--- src/rtl/qas_pkg.sv ---
// Package for the quoted argument splitter: character codes, parser flag
// bundle and the escape-letter mapping. No dependencies.
package qas_pkg;

	localparam logic [7:0] CH_NUL   = 8'h00;
	localparam logic [7:0] CH_BSL   = 8'h5C;
	localparam logic [7:0] CH_QUOTE = 8'h22;
	localparam logic [7:0] CH_SPACE = 8'h20;
	localparam logic [7:0] CH_B     = 8'h62;
	localparam logic [7:0] CH_F     = 8'h66;
	localparam logic [7:0] CH_N     = 8'h6E;
	localparam logic [7:0] CH_R     = 8'h72;
	localparam logic [7:0] CH_T     = 8'h74;

	// Parser flags carried from word to word
	typedef struct packed {
		logic inside_arg;
		logic in_quoted_arg;
		logic mid_quote;
		logic skip_next;
		logic token_open;
		logic escape_pending;
	} parse_state_t;

	localparam parse_state_t STATE_RESET = '0;

	// Second byte of an unescape pair -> output byte
	function automatic logic [7:0] map_escape(input logic [7:0] c);
		logic [7:0] r;
		case (c)
			CH_B:    r = 8'd8;
			CH_F:    r = 8'd12;
			CH_N:    r = 8'd10;
			CH_R:    r = 8'd13;
			CH_T:    r = 8'd9;
			default: r = c;
		endcase
		return r;
	endfunction

endpackage

--- src/rtl/quoted_argument_splitter.sv ---
// Quoted argument splitter: splits a zero-terminated command line into
// arguments and unescapes their content. Depends on qas_pkg.
//
//  channel | direction | handshake            | payload
//  --------+-----------+----------------------+------------------------------------
//  in      | input     | in_valid / in_ready  | in_byte
//  out     | output    | out_valid / out_ready| out_byte, byte_valid, token_end, list_end
//
// One word per cycle while the output is not stalled: an input register
// feeds the flag update and result logic, which loads the output register
// in the same cycle. A result word passes the input register and then the
// output register, where it stays until out_ready takes it.
// arst_n clears all flags and both valid bits; the next word starts a new line.
// A stalled output register holds the input register; input is taken again
// as soon as the output word is taken or the slot is empty.
// Words that produce no result (gaps, opening quotes, dropped bytes, a
// waiting backslash) pass through without a result word.
module quoted_argument_splitter (
	input  logic       clk,
	input  logic       arst_n,
	input  logic       in_valid,
	output logic       in_ready,
	input  logic [7:0] in_byte,
	output logic       out_valid,
	input  logic       out_ready,
	output logic [7:0] out_byte,
	output logic       byte_valid,
	output logic       token_end,
	output logic       list_end
);

	logic                  valid_s1;
	logic [7:0]            byte_s1;
	qas_pkg::parse_state_t state_q;
	qas_pkg::parse_state_t state_d;
	logic                  out_free;
	logic                  advance;
	logic                  res_has;
	logic [7:0]            res_byte;
	logic                  res_bvalid;
	logic                  res_tend;
	logic                  res_lend;
	logic                  content;
	logic                  end_tok;

	// Pipeline flow control
	assign out_free = !out_valid || out_ready;
	assign advance  = valid_s1 && out_free;
	assign in_ready = !valid_s1 || out_free;

	// Input register
	always_ff @(posedge clk or negedge arst_n) begin
		if (!arst_n) begin
			valid_s1 <= 1'b0;
		end else if (in_ready) begin
			valid_s1 <= in_valid;
		end
	end

	always_ff @(posedge clk) begin
		if (in_ready && in_valid) begin
			byte_s1 <= in_byte;
		end
	end

	// Flag update and result for the word in the input register
	always_comb begin
		state_d    = state_q;
		content    = 1'b0;
		end_tok    = 1'b0;
		res_has    = 1'b0;
		res_byte   = 8'd0;
		res_bvalid = 1'b0;
		res_tend   = 1'b0;
		res_lend   = 1'b0;
		if (byte_s1 == qas_pkg::CH_NUL) begin
			// terminator ends the line whatever is pending
			state_d  = qas_pkg::STATE_RESET;
			res_has  = 1'b1;
			res_tend = state_q.token_open;
			res_lend = 1'b1;
		end else begin
			if (state_q.skip_next) begin
				state_d.skip_next = 1'b0;
				content = state_q.token_open;
			end else if (state_q.inside_arg) begin
				if (byte_s1 == qas_pkg::CH_BSL) begin
					state_d.skip_next = 1'b1;
					content = state_q.token_open;
				end else if (byte_s1 == qas_pkg::CH_QUOTE) begin
					if (state_q.in_quoted_arg) begin
						state_d.in_quoted_arg = 1'b0;
						end_tok = state_q.token_open;
					end else begin
						state_d.mid_quote = !state_q.mid_quote;
						content = state_q.token_open;
					end
				end else if (byte_s1 == qas_pkg::CH_SPACE) begin
					if (state_q.in_quoted_arg || state_q.mid_quote) begin
						content = state_q.token_open;
					end else begin
						state_d.inside_arg = 1'b0;
						end_tok = state_q.token_open;
					end
				end else begin
					content = state_q.token_open;
				end
			end else begin
				// between arguments
				if (byte_s1 == qas_pkg::CH_QUOTE) begin
					state_d.inside_arg     = 1'b1;
					state_d.in_quoted_arg  = 1'b1;
					state_d.token_open     = 1'b1;
					state_d.escape_pending = 1'b0;
				end else if (byte_s1 != qas_pkg::CH_SPACE) begin
					state_d.inside_arg     = 1'b1;
					state_d.token_open     = 1'b1;
					state_d.escape_pending = 1'b0;
					content                = 1'b1;
				end
			end

			// unescape and result selection
			if (end_tok) begin
				state_d.token_open     = 1'b0;
				state_d.escape_pending = 1'b0;
				res_has  = 1'b1;
				res_tend = 1'b1;
			end else if (content) begin
				if (state_d.escape_pending) begin
					state_d.escape_pending = 1'b0;
					res_has    = 1'b1;
					res_bvalid = 1'b1;
					res_byte   = qas_pkg::map_escape(byte_s1);
				end else if (byte_s1 == qas_pkg::CH_BSL) begin
					state_d.escape_pending = 1'b1;
				end else begin
					res_has    = 1'b1;
					res_bvalid = 1'b1;
					res_byte   = byte_s1;
				end
			end
		end
	end

	// Flags and output register
	always_ff @(posedge clk or negedge arst_n) begin
		if (!arst_n) begin
			state_q   <= qas_pkg::STATE_RESET;
			out_valid <= 1'b0;
		end else if (advance) begin
			state_q   <= state_d;
			out_valid <= res_has;
		end else if (out_ready) begin
			out_valid <= 1'b0;
		end
	end

	always_ff @(posedge clk) begin
		if (advance && res_has) begin
			out_byte   <= res_byte;
			byte_valid <= res_bvalid;
			token_end  <= res_tend;
			list_end   <= res_lend;
		end
	end

	// Checks
	a_excl_kind: assert property (@(posedge clk) disable iff (!arst_n)
		out_valid |-> !(byte_valid && (token_end || list_end)))
		else $error("content byte and end mark in one word");

	a_byte_zero: assert property (@(posedge clk) disable iff (!arst_n)
		(out_valid && !byte_valid) |-> (out_byte == 8'd0))
		else $error("end word carries a nonzero byte");

	a_term_clear: assert property (@(posedge clk) disable iff (!arst_n)
		(advance && byte_s1 == qas_pkg::CH_NUL) |=> (state_q == qas_pkg::STATE_RESET))
		else $error("flags not cleared after terminator");

	a_term_word: assert property (@(posedge clk) disable iff (!arst_n)
		(advance && byte_s1 == qas_pkg::CH_NUL) |=> (out_valid && list_end))
		else $error("terminator gave no list end");

	a_escape_open: assert property (@(posedge clk) disable iff (!arst_n)
		state_q.escape_pending |-> state_q.token_open)
		else $error("pending escape outside an open argument");

endmodule
--- config.mk ---
export PLATFORM = sky130hd
export DESIGN_NAME = quoted_argument_splitter
export DESIGN_NICKNAME = d
export VERILOG_FILES = /design/src/rtl/qas_pkg.sv /design/src/rtl/quoted_argument_splitter.sv
export SDC_FILE = /design/constraint.sdc
export NUM_CORES = 1
export LEC_CHECK = 0
export ABC_AREA = 1
export BUFFER_PORTS_ARGS = -buffer_cell sky130_fd_sc_hd__buf_2
export CAP_MARGIN = 20
export CORE_MARGIN = 2
export CORE_UTILIZATION = 54
export DETAILED_ROUTE_END_ITERATION = 12
export PLACE_DENSITY = 0.82
export SETUP_SLACK_MARGIN = 0.4
export SYNTH_ARGS = -nofsm -noshare
export SYNTH_HDL_FRONTEND = slang
export SYNTH_SLANG_ARGS = --single-unit
--- constraint.sdc ---
create_clock -name clk -period 3.6 [get_ports clk]
set_clock_uncertainty 0.05 [all_clocks]
set_input_delay 0.72 -clock clk [delete_from_list [all_inputs] [get_ports clk]]
set_output_delay 0.72 -clock clk [all_outputs]
set_load 0.1 [all_outputs]
## Yosys cells after proc, flatten, opt, wreduce, memory -nomap -nowiden

Index checks and enable logic that the tools add are counted.
Widths: inputs -> output; s select.

| word-level totals | value |
|---|---|
| output and inout port bits | 13 |
| input port bits | 12 |
| logic and storage cells | 105 |
| register bits after elaboration | 27 |

| operators by class | value |
|---|---|
| reductions and logical operators | 22 |
| multiplexer cells | 54 |
| bitwise gates (word level) | 1 |
| eq/ne operators | 15 |

Operators with widths:

| cell | count |
|---|---|
| $eq 8x7->1 const B | 6 |
| $mux 1 | 40 |
| $pmux 8 s5 | 1 |
| $eq 8x6->1 const B | 2 |
| $mux 2 | 8 |
| $mux 8 | 2 |
| $logic_not 8->1 | 1 |
| $ne 8x6->1 const B | 1 |
| $mux 3 | 2 |
| $mux 6 | 1 |
| $ne 3x1->1 const B | 2 |
| $reduce_and 6->1 | 1 |
| $reduce_bool 2->1 | 3 |
| $reduce_bool 3->1 | 2 |
| $reduce_and 5->1 | 1 |
| $ne 2x1->1 const B | 2 |
| $reduce_and 4->1 | 1 |
| $reduce_bool 4->1 | 1 |
| $logic_and 1x1->1 | 3 |
| $logic_not 1->1 | 3 |
| $logic_or 1x1->1 | 3 |
| $ne 3x3->1 const B | 1 |
| $reduce_or 3->1 | 1 |
| $ne 2x2->1 const B | 1 |
| other kinds (3) | 3 |

## Longest topological paths before layout

| logic depth | value |
|---|---|
| depth in word-level cells | 12 |
| depth in mapped cells | 11 |
| mapped depth without buffers | 11 |

## Worst setup path after synthesis

OpenSTA, ideal clock, no wires.

| timing | value |
|---|---|
| kind | register to register |
| start point | register out_valid |
| end point | register byte_s1[0], enable pin |
| setup time | 0.279 ns |
| path slack | 0.860 ns |
| period minus slack after synthesis | 2.740 ns |
| cell stages (with the launch flop) | 4 |
| path buffers | 0 |
| arrival time | 2.411 ns |
| cell sequence | dfrtp_1 -> nand3_1 -> nand2_1 -> inv_1 |

| between the ends | value |
|---|---|
| longest elaborated chain between the ends | 4 |

RTL lines:

| what | RTL line | source |
|---|---|---|
| start, declared | quoted_argument_splitter.sv:24 | `output logic out_valid,` |
| start signal, assigned | quoted_argument_splitter.sv:153 | `out_valid <= res_has;` |
| $logic_not 1->1 | quoted_argument_splitter.sv:47 | `assign out_free = !out_valid \|\| out_ready;` |
| $logic_or 1x1->1 | quoted_argument_splitter.sv:47 |  |
| $logic_or 1x1->1 | quoted_argument_splitter.sv:49 | `assign in_ready = !valid_s1 \|\| out_free;` |
| via in_ready | quoted_argument_splitter.sv:22 | `output logic in_ready,` |
| $logic_and 1x1->1 | quoted_argument_splitter.sv:61 | `if (in_ready && in_valid) begin` |
| end signal, assigned | quoted_argument_splitter.sv:62 | `byte_s1 <= in_byte;` |
| end, declared | quoted_argument_splitter.sv:33 | `logic [7:0] byte_s1;` |

The timed path passes the listed nets, and every way through them passes these cells.
A chain may end at the register's enable or synchronous reset.

## Worst setup path in the final report

| timing | value |
|---|---|
| start point | input out_ready |
| end point | output in_ready |

| between the ends | value |
|---|---|
| longest elaborated chain between the ends | 2 |

RTL lines:

| what | RTL line | source |
|---|---|---|
| start, declared | quoted_argument_splitter.sv:25 | `input logic out_ready,` |
| $logic_or 1x1->1 | quoted_argument_splitter.sv:47 |  |
| $logic_or 1x1->1 | quoted_argument_splitter.sv:49 |  |
| end, declared | quoted_argument_splitter.sv:22 |  |

No other way between the ends.

==> flow_summary_export.csv <==
group,metric,value,unit
cts,cts.sinks,27,
detailed_routing,drt_wl_total,2410,microns
layout,nets,195,
layout,layout.cells.non_filler,212,
cts,tritoncts,"done",
global_route,grt_use_met1,20.7,%
timing,holdWs,0.149,ns
cts,cts_inserted_buffers,3,
outcome,status,"completed",
timing,worst_pin_slew,0.488,ns
detailed_routing,detail-route-antenna-nets,0,
cts,clk_latency,0.33,ns
yosys,ys_types,25,
yosys,synth.most_common_cell,"nand2_1",
detailed_routing,num_vias,1098,
global_route,grtUsageMet3,3.04,%
placement,place.gp.congestion,0.846,
floorplan,die-height,55.2,microns
yosys,yosysTopAreaCell,"edfxtp_1",
floorplan,num_rows,18,
yosys,synth_edf_count,19,
yosys,ys_seq_elements,27,
yosys,syn-cell-area,1420,sq um
pwr,ir_drop,581,uV
detailed_routing,wl_per_cell,11.3,microns
global_route,grt_usage,17.3,%
worst_setup_path,cp.required,2.83,ns
yosys,synth_top_area_share,40.3,%
timing,setup-violations-final,0,
worst_setup_path,worst_setup_path_start_kind,"input port",
timing,max_clock_freq,0.469,GHz
yosys,yosys_warnings,0,
layout,final_area,1600,sq um
yosys,synth-seq-area-share,54.4,%
worst_setup_path,r2r_end,"out_byte[7]",
yosys,synth_nets,166,
worst_setup_path,end_kind,"output port",
layout,n_antenna_cell,0,
layout,syn_to_final_growth,13.0,%
detailed_routing,drt_iter0_drc,33,
worst_setup_path,rr_worst_depth,11,
worst_setup_path,regToRegStartpoint,"byte_s1[4]",
floorplan,ios,25,
worst_setup_path,cp_max_fo,3,
timing,rsz0062_at_grt,"false",
global_route,grt_max_degree,15,
hold_path,hold_path.class,"input port to async pin",
yosys,ys_top_cells_by_count,"nand2_1, edfxtp_1, inv_1",
layout,fill_cells,223,
global_route,grt_pass1_vias,1017,
cts,ctsHoldBuffers,0,
timing,fin_crit,2.13,ns
pwr,power_leakage,0.000789,uW
timing,period_share,59.3,%
floorplan,die_area,3050,sq um
global_route,grt_pass1_wl,4150,microns
timing,hold_viol,0,
placement,dp_cells,208,
global_route,busiest_layer,"met2",
detailed_routing,firstDrtPassIters,4,
yosys,avgSynthCellArea,9.20,sq um
cts,clk_pin_slew,0.14,ns
global_route,grt_overflow,0,
placement,placedInstanceArea,1570,sq um
pwr,powerDensity,798,nW/um^2
worst_setup_path,cp.arrival,1.36,ns
global_route,antenna_found_initial,0,
cts,cts_repair_resize_count,0,
cts,root_buffer,"clkbuf_4",
yosys,syn_inst,154,
timing,finalSetupTns,0,ns
global_route,met2_usage,30.6,%
placement,io_buffers,24,
layout,drive_gt1_share,30.2,%
timing,slew_violations,0,
detailed_routing,via_per_inst,5.18,
yosys,ys.flop_type,"edfxtp_1",
placement,dp.final_hpwl,1950,microns
floorplan,fp.dieW,55.2,microns
cts,post_cts_buffers,0,
yosys,synth_async_sr_flop_share,29.6,%
cts,h-tree-depth,1,
floorplan,core-area,2480,sq um
run,maxCapViolations,0,
yosys,synthTopCellsByArea,"edfxtp_1, dfrtp_1, nand2_1",
timing,slew_headroom,67.7,%
worst_setup_path,r2r_slack,1.48,ns
floorplan,initial_utilization,57.2,%
detailed_routing,post-route-drc-count,0,
cts,clock_path_buffers,2,
worst_setup_path,setup.worst_path.class,"input port to output port",
[kinds of logic after synthesis]
| kind of cell | synth area share [%] |
|---|---|
| buffers and inverters | 6.36 |
| flip-flops | 54.4 |
| AND/OR/NAND/NOR | 32.3 |
| AO/OA/AOI/OAI | 6.89 |
[power breakdown]
| part | switching (uW) | internal (uW) | total, uW | leakage (uW) |
|---|---|---|---|---|
| Sequential | 38.8 | 439 | 477 | 0.000279 |
| Clock | 85.9 | 43.5 | 129 | 0.0000150 |
| Combinational | 557 | 114 | 671 | 0.000495 |
[sequential cells by signal, indices dropped and copies added (netlist names)]
register	cells
state_q	6
out_byte	8
byte_s1	8
out_valid	1
valid_s1	1
byte_valid	1
token_end	1
list_end	1
[per-stage QoR]
step,utilization (%),setup WS (ns),power (uW)
after floorplan,-,0.860,1050
after global placement,63.5,1.48,1140
after CTS,64.6,1.46,1280
after detailed placement,63.5,1.47,1160
final,64.6,1.47,1280
after global routing,64.6,1.32,1340
[metal layers]
| metal | vias to the layer above | routed length, microns |
|---|---|---|
| li1 | 564 | - |
| met1 | 498 | 1020 |
| met2 | 31 | 1210 |
| met3 | 5 | 128 |
| met4 | 0 | 45 |
| met5 | - | 0 |
[placed cells by master, fill, tap and decap left out]
cell type / n
inv_2: 8
a21oi_1: 5
clkbuf_1: 1
edfxtp_1: 19
o2111ai_1: 1
o21ai_0: 4
inv_1: 16
o31ai_1: 1
nor4_1: 1
dfrtp_1: 8
or2_0: 1
or2_1: 1
nand2_4: 2
a21oi_4: 1
nand3_1: 6
nand4_4: 1
nor2_4: 3
nand2_2: 7
nand3_2: 3
clkbuf_4: 3
nand2_1: 40
buf_2: 24
nor2_2: 1
nor3_1: 6
nand4_1: 1
nor3_2: 2
nor2_1: 12
o21ai_1: 4
[worst max-delay path, cell delays in order]
cell and delay (ns):
buf_2 0.07, inv_1 0.04, nand3_1 0.09, buf_2 0.44
[cell type report]
| type | instances | area (sq um) | share of cell area, % |
|---|---|---|---|
| repair buffers | 24 | 120 | 7.51 |
| multi-input cells | 103 | 556 | 34.7 |
| flip-flops and latches | 27 | 771 | 48.2 |
| clock buffers | 4 | 26.3 | 1.64 |
| well taps | 30 | 37.5 | 2.35 |
| inverters | 24 | 90.1 | 5.63 |
[worst max path at each step]
| stage | end | start |
|---|---|---|
| 2_1_floorplan | byte_s1[0] | out_valid |
| 3_3_place_gp | in_ready | out_ready |
| 3_5_place_dp | in_ready | out_ready |
| 4_1_cts | in_ready | out_ready |
| 5_1_grt | byte_valid | byte_s1[2] |
| 6_report | in_ready | out_ready |
Power figures use the tool's default switching activity.
